$ cat config.mk
export PLATFORM = sky130hd
export DESIGN_NAME = hybrid_gshare_bimodal_predictor
export DESIGN_NICKNAME = d
export VERILOG_FILES = /design/src/design/hgbp_pkg.sv /design/src/design/hybrid_gshare_bimodal_predictor.sv
export SDC_FILE = /design/constraint.sdc
export NUM_CORES = 2
export LEC_CHECK = 0
export BUFFER_PORTS_ARGS = -buffer_cell sky130_fd_sc_hd__buf_4
export CORE_MARGIN = 3
export CORE_UTILIZATION = 45
export DETAILED_ROUTE_END_ITERATION = 8
export GPL_TIMING_DRIVEN = 0
export SLEW_MARGIN = 0
export SYNTH_ARGS = -nofsm -noshare
export SYNTH_HDL_FRONTEND = slang
export SYNTH_SLANG_ARGS = --single-unit
$ cat constraint.sdc
create_clock -name aclk -period 108.1 [get_ports aclk]
set_input_delay 27.025 -clock aclk [delete_from_list [all_inputs] [get_ports aclk]]
set_output_delay 27.025 -clock aclk [all_outputs]
set_load 0.02 [all_outputs]
$ cat src/design/hgbp_pkg.sv
// ----------------------------------------------------------------------------
// hgbp_pkg: shared types and constants for the hybrid branch predictor
// Counter encodings, reset values and the controller state type.
// ----------------------------------------------------------------------------
package hgbp_pkg;

    // 2-bit saturating counter values
    localparam logic [1:0] CNT_MIN        = 2'd0;
    localparam logic [1:0] CNT_WEAK_NOT   = 2'd1;
    localparam logic [1:0] CNT_WEAK_TAKEN = 2'd2;
    localparam logic [1:0] CNT_MAX        = 2'd3;

    // history_length register reset value
    localparam logic [3:0] HIST_LEN_RESET = 4'd8;

    // controller states
    typedef enum logic [1:0] {
        ST_CLEAR,
        ST_IDLE,
        ST_UPDATE
    } state_t;

    // counter predicts taken at weak-taken or above
    function automatic logic cnt_taken(input logic [1:0] c);
        return c[1];
    endfunction

    // saturate one step toward the given direction
    function automatic logic [1:0] sat_toward(input logic [1:0] c, input logic up);
        logic [1:0] r;
        if (up) begin
            r = (c == CNT_MAX) ? CNT_MAX : c + 2'd1;
        end else begin
            r = (c == CNT_MIN) ? CNT_MIN : c - 2'd1;
        end
        return r;
    endfunction

endpackage

$ cat src/design/hybrid_gshare_bimodal_predictor.sv
// ----------------------------------------------------------------------------
// hybrid_gshare_bimodal_predictor: gshare + bimodal with per-PC chooser
// Takes resolved branches, reports the hybrid prediction made before the
// update, then trains the chosen counter, the chooser and global history.
// ----------------------------------------------------------------------------
//  channel   ports                                   direction  word
//  s_        s_valid/s_ready, s_branch_pc, s_taken   in         one branch
//  m_        m_valid/m_ready, m_prediction,          out        one result
//            m_used_gshare, m_gshare_guess,
//            m_bimodal_guess, m_mispredicted
//  cfg_      cfg_wr_en, cfg_wr_data                  in         history_length
//
//  A branch goes through the synchronous table read, then a step that
//  modifies and writes back the counters and loads the output register.
//  After reset a clearing pass, stepped by a counter max(index bits) wide
//  (10 bits by default), writes every table entry; s_ready stays low meanwhile.
//  A result waiting on m_ready holds the update cycle until the output
//  register frees; cfg writes are taken at any time.
// ----------------------------------------------------------------------------
module hybrid_gshare_bimodal_predictor
    import hgbp_pkg::*;
#(
    parameter int GSHARE_INDEX_BITS  = 10,
    parameter int BIMODAL_INDEX_BITS = 5,
    parameter int CHOOSER_INDEX_BITS = 5
) (
    input  logic        aclk,
    input  logic        aresetn,
    // configuration
    input  logic        cfg_wr_en,
    input  logic [3:0]  cfg_wr_data,
    // branch input
    input  logic        s_valid,
    output logic        s_ready,
    input  logic [31:0] s_branch_pc,
    input  logic        s_taken,
    // result output
    output logic        m_valid,
    input  logic        m_ready,
    output logic        m_prediction,
    output logic        m_used_gshare,
    output logic        m_gshare_guess,
    output logic        m_bimodal_guess,
    output logic        m_mispredicted
);

    localparam int G = GSHARE_INDEX_BITS;
    localparam int B = BIMODAL_INDEX_BITS;
    localparam int C = CHOOSER_INDEX_BITS;
    localparam int HW = $clog2(G + 1);
    localparam int BC_MAX = (B > C) ? B : C;
    localparam int CLR_BITS = (G > BC_MAX) ? G : BC_MAX;

    // tables
    logic [1:0] gsh_mem [2**G];
    logic [1:0] bim_mem [2**B];
    logic [1:0] cho_mem [2**C];

    state_t state_reg, state_next;
    logic [CLR_BITS-1:0] clr_cnt_reg;
    logic [3:0]   hist_len_reg;
    logic [G-1:0] hist_reg, hist_next;

    // captured branch
    logic [G-1:0] gi_reg;
    logic [B-1:0] bi_reg;
    logic [C-1:0] ci_reg;
    logic         taken_reg;

    // registered read data
    logic [1:0] gsh_rd_reg, bim_rd_reg, cho_rd_reg;

    // output register
    logic m_valid_reg, m_valid_next;
    logic pred_reg, use_g_reg, g_guess_reg, b_guess_reg, mis_reg;

    logic         accept;
    logic         out_load;
    logic [HW-1:0] h_eff;
    logic [HW-1:0] hist_shift;
    logic [G-1:0] gi_in;
    logic [B-1:0] bi_in;
    logic [C-1:0] ci_in;
    logic         g_guess, b_guess, use_g, pred;

    logic         gsh_we, bim_we, cho_we;
    logic [G-1:0] gsh_waddr;
    logic [B-1:0] bim_waddr;
    logic [C-1:0] cho_waddr;
    logic [1:0]   gsh_wdata, bim_wdata, cho_wdata;

    // effective history length, clamped to 1..G
    always_comb begin
        if (hist_len_reg == 4'd0) begin
            h_eff = HW'(1);
        end else if (32'(hist_len_reg) > G) begin
            h_eff = HW'(G);
        end else begin
            h_eff = HW'(hist_len_reg);
        end
        hist_shift = HW'(G) - h_eff;
    end

    // table indices from the incoming word
    assign gi_in = s_branch_pc[G+1:2] ^ (hist_reg << hist_shift);
    assign bi_in = s_branch_pc[B+1:2];
    assign ci_in = s_branch_pc[C+1:2];

    assign accept   = s_valid && s_ready;
    assign out_load = (state_reg == ST_UPDATE) && (!m_valid_reg || m_ready);

    // guesses from the read data
    assign g_guess = cnt_taken(gsh_rd_reg);
    assign b_guess = cnt_taken(bim_rd_reg);
    assign use_g   = cnt_taken(cho_rd_reg);
    assign pred    = use_g ? g_guess : b_guess;

    // controller
    always_comb begin
        state_next = state_reg;
        s_ready    = 1'b0;
        case (state_reg)
            ST_CLEAR: begin
                if (clr_cnt_reg == '1) begin
                    state_next = ST_IDLE;
                end
            end
            ST_IDLE: begin
                s_ready = 1'b1;
                if (s_valid) begin
                    state_next = ST_UPDATE;
                end
            end
            ST_UPDATE: begin
                if (out_load) begin
                    state_next = ST_IDLE;
                end
            end
            default: begin
                state_next = ST_CLEAR;
            end
        endcase
    end

    // write-back: clearing pass or counter update
    always_comb begin
        if (state_reg == ST_CLEAR) begin
            gsh_we    = 1'b1;
            bim_we    = 1'b1;
            cho_we    = 1'b1;
            gsh_waddr = clr_cnt_reg[G-1:0];
            bim_waddr = clr_cnt_reg[B-1:0];
            cho_waddr = clr_cnt_reg[C-1:0];
            gsh_wdata = CNT_WEAK_TAKEN;
            bim_wdata = CNT_WEAK_TAKEN;
            cho_wdata = CNT_WEAK_NOT;
        end else begin
            gsh_we    = out_load && use_g;
            bim_we    = out_load && !use_g;
            cho_we    = out_load && (g_guess != b_guess);
            gsh_waddr = gi_reg;
            bim_waddr = bi_reg;
            cho_waddr = ci_reg;
            gsh_wdata = sat_toward(gsh_rd_reg, taken_reg);
            bim_wdata = sat_toward(bim_rd_reg, taken_reg);
            cho_wdata = sat_toward(cho_rd_reg, g_guess == taken_reg);
        end
    end

    // history: shift right, outcome flips bit h-1
    always_comb begin
        hist_next = hist_reg;
        if (out_load) begin
            hist_next = (hist_reg >> 1) ^ (G'(taken_reg) << (h_eff - HW'(1)));
        end
    end

    // output register
    always_comb begin
        m_valid_next = m_valid_reg;
        if (out_load) begin
            m_valid_next = 1'b1;
        end else if (m_ready) begin
            m_valid_next = 1'b0;
        end
    end

    // control registers
    always_ff @(posedge aclk) begin
        if (!aresetn) begin
            state_reg    <= ST_CLEAR;
            clr_cnt_reg  <= '0;
            hist_len_reg <= HIST_LEN_RESET;
            hist_reg     <= '0;
            m_valid_reg  <= 1'b0;
        end else begin
            state_reg   <= state_next;
            hist_reg    <= hist_next;
            m_valid_reg <= m_valid_next;
            if (state_reg == ST_CLEAR) begin
                clr_cnt_reg <= clr_cnt_reg + CLR_BITS'(1);
            end
            if (cfg_wr_en) begin
                hist_len_reg <= cfg_wr_data;
            end
        end
    end

    // captured branch and result payload
    always_ff @(posedge aclk) begin
        if (accept) begin
            gi_reg    <= gi_in;
            bi_reg    <= bi_in;
            ci_reg    <= ci_in;
            taken_reg <= s_taken;
        end
        if (out_load) begin
            pred_reg    <= pred;
            use_g_reg   <= use_g;
            g_guess_reg <= g_guess;
            b_guess_reg <= b_guess;
            mis_reg     <= pred != taken_reg;
        end
    end

    // gshare table
    always_ff @(posedge aclk) begin
        if (gsh_we) begin
            gsh_mem[gsh_waddr] <= gsh_wdata;
        end
        if (accept) begin
            gsh_rd_reg <= gsh_mem[gi_in];
        end
    end

    // bimodal table
    always_ff @(posedge aclk) begin
        if (bim_we) begin
            bim_mem[bim_waddr] <= bim_wdata;
        end
        if (accept) begin
            bim_rd_reg <= bim_mem[bi_in];
        end
    end

    // chooser table
    always_ff @(posedge aclk) begin
        if (cho_we) begin
            cho_mem[cho_waddr] <= cho_wdata;
        end
        if (accept) begin
            cho_rd_reg <= cho_mem[ci_in];
        end
    end

    assign m_valid         = m_valid_reg;
    assign m_prediction    = pred_reg;
    assign m_used_gshare   = use_g_reg;
    assign m_gshare_guess  = g_guess_reg;
    assign m_bimodal_guess = b_guess_reg;
    assign m_mispredicted  = mis_reg;

    // an accepted word always moves on to the update cycle
    a_accept_update: assert property (@(posedge aclk) disable iff (!aresetn)
        accept |=> (state_reg == ST_UPDATE))
        else $error("accepted word did not reach update");

    // the reported prediction is the chosen component's guess
    a_pred_select: assert property (@(posedge aclk) disable iff (!aresetn)
        m_valid |-> (m_prediction == (m_used_gshare ? m_gshare_guess : m_bimodal_guess)))
        else $error("prediction does not match chosen component");

    // history changes only on a completed update
    a_hist_hold: assert property (@(posedge aclk) disable iff (!aresetn)
        !out_load |=> $stable(hist_reg))
        else $error("history changed without an update");

    // no input is taken until the clearing pass is done
    a_clear_block: assert property (@(posedge aclk) disable iff (!aresetn)
        (state_reg == ST_CLEAR) |-> !accept)
        else $error("word accepted during clearing pass");

    // at most one component counter written per branch
    a_one_comp: assert property (@(posedge aclk) disable iff (!aresetn)
        (state_reg != ST_CLEAR) |-> !(gsh_we && bim_we))
        else $error("both component counters written");

endmodule

# Word-level counts from Yosys, hierarchy flattened
# Memory sizes are Yosys's and may differ from the RTL's. A register that Yosys moved wholly into a read port is not among the register bits.
# Index checks and enable logic that the tools add are counted.
totals:
  register_bits: 48
  ramBits: 2176
  word_cells: 90
  in_bits: 42
  memories: 3
  out_inout_bits: 7
op_classes:
  n_addsub: 9
  shifts: 2
  bitwise: 2
  reduce_logical: 15
  mux: 33
  n_eq_ne: 12
  order_cmp: 1
mem_list:
  columns: ["memory", "words", "word_bits", "read_ports", "rd_ports_with_merged_regs", "wr", "line_no", "source"]
  rows:
  - ["gsh_mem", 1024, 2, 1, 1, 1, "hybrid_gshare_bimodal_predictor.sv:55", "logic [1:0] gsh_mem [2**G];"]
  - ["bim_mem", 32, 2, 1, 1, 1, "hybrid_gshare_bimodal_predictor.sv:56", "logic [1:0] bim_mem [2**B];"]
  - ["cho_mem", 32, 2, 1, 1, 1, "hybrid_gshare_bimodal_predictor.sv:57", "logic [1:0] cho_mem [2**C];"]
ops:
  columns: ["operator", "n"]
  rows:
  - ["$mux 2", 15]
  - ["$mux 1", 13]
  - ["$add 10x1->10 const B", 1]
  - ["$eq 10x10->1 const B", 1]
  - ["$mux 10", 1]
  - ["$shl 1x4->10", 1]
  - ["$shl 10x4->10", 1]
  - ["$xor 10x10->10", 1]
  - ["$xor 9x10->10", 1]
  - ["$eq 2x2->1 const B", 4]
  - ["$logic_not 2->1", 4]
  - ["$mux 4", 2]
  - ["$add 2x1->2 const B", 3]
  - ["$ne 2x2->1 const B", 3]
  - ["$pmux 2 s3", 1]
  - ["$sub 2x1->2 const B", 3]
  - ["$logic_and 1x1->1", 5]
  - ["$mux 5", 1]
  - ["$gt 4x4->1 const B", 1]
  - ["$logic_not 4->1", 1]
  - ["$sub 4x1->4 const B", 1]
  - ["$sub 4x4->4 const A", 1]
  - ["$reduce_and 3->1", 1]
  - ["$eq 2x1->1 const B", 1]
  - ["5 further kinds", 7]

# Logic depth before layout (Yosys ltp)
depth:
  word_depth: 7
  ltp_mapped: 22
  mapped_depth_nobuf: 16

# Least setup slack after synthesis
# No wires, ideal clock.
synth_path:
  path_kind: "reg2reg"
  start: "register gsh_rd_reg[1] (read register of gsh_mem)"
  end: "memory gsh_mem[0][1] (data pin)"
  setup_time_ns: 8.127
  n_path_buf: 1
  arrival_time_ns: 40.107
  setup_slack_ns: 59.867
  synth_period_minus_slack_ns: 48.233
  t_required_ns: 99.973
  path_stages_with_launch: 4
  cell_sequence: "edfxtp_1 -> clkbuf_1 -> a21oi_1 -> o21ai_0"
synth_via:
  elab_chain_len: 4
  elab_cells_between_ends: 8
  classes_between: "add/sub (2); eq/ne (1); mux (4); reduce/logical (1)"
synth_rtl:
  columns: ["item", "line_no", "source"]
  rows:
  - ["from (decl)", "hybrid_gshare_bimodal_predictor.sv:71", "logic [1:0] gsh_rd_reg, bim_rd_reg, cho_rd_reg;"]
  - ["$sub 2x1->2, or another cell as far along", "hgbp_pkg.sv:34", "r = (c == CNT_MIN) ? CNT_MIN : c - 2'd1;"]
  - ["$mux 2, on equally long branches", "hgbp_pkg.sv:34, hgbp_pkg.sv:32", null]
  - ["$mux 2 *", "hgbp_pkg.sv:31", "if (up) begin"]
  - ["$mux 2 *", "hybrid_gshare_bimodal_predictor.sv:147", "if (state_reg == ST_CLEAR) begin"]
  - ["named net gsh_wdata[1]", "hybrid_gshare_bimodal_predictor.sv:90", "logic [1:0] gsh_wdata, bim_wdata, cho_wdata;"]
  - ["to (decl)", "hybrid_gshare_bimodal_predictor.sv:55", null]
# The timed path passes the listed nets; every way through them passes the cells marked *.

# Worst setup path in the final report
layout_path:
  start: "input s_branch_pc[3]"
  end: "register gsh_rd_reg[0] (read register of gsh_mem) (data pin)"
layout_via:
  elab_chain_len: 1
layout_rtl:
  columns: ["item", "line_no", "source"]
  rows:
  - ["from (decl)", "hybrid_gshare_bimodal_predictor.sv:35", "input logic [31:0] s_branch_pc,"]
  - ["$xor 10x10->10", "hybrid_gshare_bimodal_predictor.sv:105", "assign gi_in = s_branch_pc[G+1:2] ^ (hist_reg << hist_shift);"]
# No other way between the ends.
# A chain may end at the register's enable or synchronous reset.

==> results.yml <==
grt:
  antenna_found_initial: 25
  grt_first_pass_wirelength_um: 446000
  grt_usage_pct: 31.5
  grt_overflow_total: 0
  grt_pass1_vias: 53100
  grt_start_max_net_pins: 46
timing:
  fmax_ghz: 0.0301
  fin_crit_ns: 33.23
  slew_headroom_pct: -11.2
  slew_viol_final: 278
  setup_tns_ns: 0
  rsz0062_at_grt: "false"
  hold_viol_final: 0
  finClkSkew_ns: 0.0413
  worst_slew_pin_slew_ns: 1.67
  setup_viol: 0
  period_share_pct: 30.7
route:
  routedWlPerCell_um: 39.3
  antenna_left: 0
  via_per_inst: 6.56
  via_count: 55800
  firstDrtPassIters: 8
  dr.first_iter.drc_count: 10700
  drc: 0
  finalWirelength_um: 334000
floorplan:
  start_util_pct: 45.4
  fp.dieW_um: 458
  die_h_um: 458
  core_region_area_um2: 203000
  num_rows: 165
  top_level_ports: 49
  dieArea_um2: 210000
min_path:
  hp-class: "reg2reg"
  hp-start: "gsh_rd_reg[1]"
  worstHoldEndpoint: "m_gshare_guess"
  holdPathStages: 0
pwr:
  peakVddDrop_mv: 0.0149
  switching_share_pct: 23.3
  cellPowerDensity_nw_per_um2: 17.5
  p_sw_uw: 424
  internal_power_mw: 1.40
  pwr-share-comb_pct: 6.6
  pwr-share-clk_pct: 42.0
  p_leak_nw: 31.6
  p_seq_share_pct: 51.4
cells_and_area:
  fin_nets: 5660
  largest_reg_flops: 2048
  regMostFlops: "gsh_mem"
  area_growth_pct: 13.3
  fillers: 16500
  multi_input_area_um2: 23300
  finish.utilization_pct: 51.5
  drive_gt1_share_pct: 20.2
  seqCellArea_um2: 66700
  reg_top3: "gsh_mem (2048), bim_mem (64), cho_mem (64)"
setup_path:
  critPathBufInv: 8
  path_max_fanout: 10
  cp_slowest_cell: "a221oi_1"
  cp-end-kind: "flop"
  r2r-start: "hist_len_reg[2]"
  r2r_cells: 17
  cpLargestDelayFamily: "buffers and inverters"
  start_kind: "input pin"
  criticalPathCategory: "in2reg"
  timing.rr.end: "gsh_rd_reg[0]"
  critPathMaxStageDelay_ns: 1.22
  crit_required_ns: 108.57
  crit_path_cell_trace: "buf_4 > buf_1 > inv_1 > o21a_1 > a211oi_4 > buf_8 > buf_2 > buf_4 > buf_2 > buf_2 > mux4_2 > nand2_1 > and3_1 > a211oi_1 > o211ai_1 > a221oi_1"
  rrSetupSlack_ns: 99.41
  worstPathArrival_ns: 33.70
  critical_path.most_common_cell: "buf_2"
logic_synthesis:
  synthFlopType: "edfxtp_1"
  ys_async_sr_fraction_pct: 0
  ys_seq_area_share_pct: 72.5
  synth.distinct_cells: 84
  postSynthAreaPerCell_um2: 17.4
  synthCells: 5298
  synth_edf_count: 2203
  syn-num-nets: 5342
  synth_area_um2: 92000
  synth_seq_cells: 2230
  yosys_warnings: 0
clock_network:
  clock_path_buffers: 3
  path_clk_slew_ns: 0.07
  postCtsSetupBuffers: 0
  clk_latency_ns: 0.90
  hold_buffers: 0
  ctsResizeCount: 0
  cts_tree: "built"
  htreeDepth: 4
  clkSinkCount: 2230
  numCtsBuffers: 223
  root_buffer: "clkbuf_16"
placement:
  portBuffers: 25
  gp_congestion: 0.962
  dp_hpwl_um: 217000
job:
  maxCapViolCount: 33
run_status:
  violations: "max-capacitance violations, max-slew violations"
  status: "finished, violations left"
final cells by class:
cell class,count,share of cell area [%]
clock buffer,287,5.76
inverter,25,0.0924
multi-input combinational,2631,22.3
antenna,18,0.0432
timing repair buffer,93,1.65
sequential,2230,63.9
buffer,412,1.94
tap,2672,3.20
clock inverter,129,1.04
stage by stage:
step | hold slack (ns) | instances | total power [mW] | instance area (um2) | setup WS, ns
after floorplan | 0.424 | 5298 | 1.01 | 92000 | 59.87
after global placement | 0.499 | 7995 | 1.07 | 95600 | 21.09
after detailed placement | 0.494 | 8062 | 1.07 | 97200 | 74.17
after CTS | 0.516 | 8478 | 1.82 | 104000 | 75.08
after global routing | 0.524 | 8480 | 1.85 | 104000 | 74.92
final | 0.524 | 8497 | 1.82 | 104000 | 74.87
worst max-delay path by stage:
stage	from	to	cells after the start
floorplan	gsh_rd_reg[1]	gsh_mem[0][1]	3
global placement	gsh_rd_reg[1]	gsh_mem[552][1]	3
detailed placement	s_branch_pc[3]	gsh_rd_reg[0]	16
CTS	s_branch_pc[3]	gsh_rd_reg[0]	16
global route	s_branch_pc[3]	gsh_rd_reg[0]	16
finish	s_branch_pc[3]	gsh_rd_reg[0]	16
metal layers:
layer / vias up / GRT usage [%] / routed length [um]
li1: 21400 / - / -
met1: 29000 / 43.2 / 121000
met2: 4530 / 45.2 / 143000
met3: 858 / 9.84 / 47300
met4: 2 / 17.2 / 21700
met5: - / 0 / 17
worst register-to-register path, delay by kind of cell, from the launching register on:
family,cells,cell delay (ns)
buffers and inverters,6,3.59
multiplexers,1,0.48
AO/OA/AOI/OAI,5,2.65
flip-flops,1,0.47
adder cells (fa/ha/maj),1,0.37
AND/OR/NAND/NOR,4,0.71
cells in the final DEF (no fill, tap or decap), drive strengths merged, types with 27 or more instances in the layout:
cell    count
a21oi      36
buf       327
clkbuf    465
clkinv    105
dfxtp      27
edfxtp   2203
inv        31
mux2i     219
mux4      558
nand2     234
nand3      67
nor2     1128
o21ai      31
o22ai      97
kinds of logic after synthesis:
kind of cell / count (synthesis) / share of synthesized area [%]
AOI/OAI and AO/OA: 268 / 2.01
DFF: 2230 / 72.5
buffers and inverters: 437 / 2.26
and+or+nand+nor: 1555 / 6.87
xor gates and xnor gates: 24 / 0.269
adders and majority gates: 3 / 0.0381
muxes: 781 / 16.1
cell usage after synthesis (6+ instances only):
| cell | n | share of area [%] |
|---|---|---|
| buf_6 | 19 | 0.23 |
| nand3_1 | 66 | 0.36 |
| nand4_1 | 9 | 0.061 |
| o211a_1 | 9 | 0.098 |
| buf_1 | 86 | 0.35 |
| mux4_2 | 558 | 14 |
| a211o_1 | 6 | 0.057 |
| and3_1 | 11 | 0.075 |
| nor3b_1 | 6 | 0.049 |
| nor4_1 | 13 | 0.088 |
| a211oi_1 | 14 | 0.11 |
| nand2_1 | 234 | 0.95 |
| o21a_1 | 8 | 0.065 |
| or4_1 | 17 | 0.14 |
| xor2_1 | 6 | 0.057 |
| o22ai_1 | 97 | 0.66 |
| mux2i_1 | 219 | 2.4 |
| buf_4 | 53 | 0.43 |
| o31ai_1 | 9 | 0.073 |
| nor2_1 | 1127 | 4.6 |
| nand3b_1 | 7 | 0.057 |
| clkbuf_1 | 178 | 0.73 |
| a31oi_1 | 11 | 0.075 |
| buf_2 | 76 | 0.41 |
| edfxtp_1 | 2203 | 72 |
| or3_1 | 11 | 0.075 |
| inv_1 | 21 | 0.086 |
| dfxtp_1 | 27 | 0.59 |
| xnor2_1 | 16 | 0.15 |
| nand2b_1 | 10 | 0.068 |
| and2_1 | 13 | 0.088 |
| nor2b_1 | 11 | 0.075 |
| a21oi_1 | 35 | 0.19 |
| o21ai_0 | 27 | 0.15 |
power by group through the flow:
stage / Sequential, mW / Combinational (mW) / Clock [mW]
CTS: 0.936 / 0.115 / 0.765
floorplan: 0.955 / 0.0554 / 0
global route: 0.936 / 0.118 / 0.800
global placement: 0.955 / 0.114 / 0
finish: 0.936 / 0.120 / 0.765
detailed placement: 0.955 / 0.115 / 0
(Power assumes the default switching activity.)
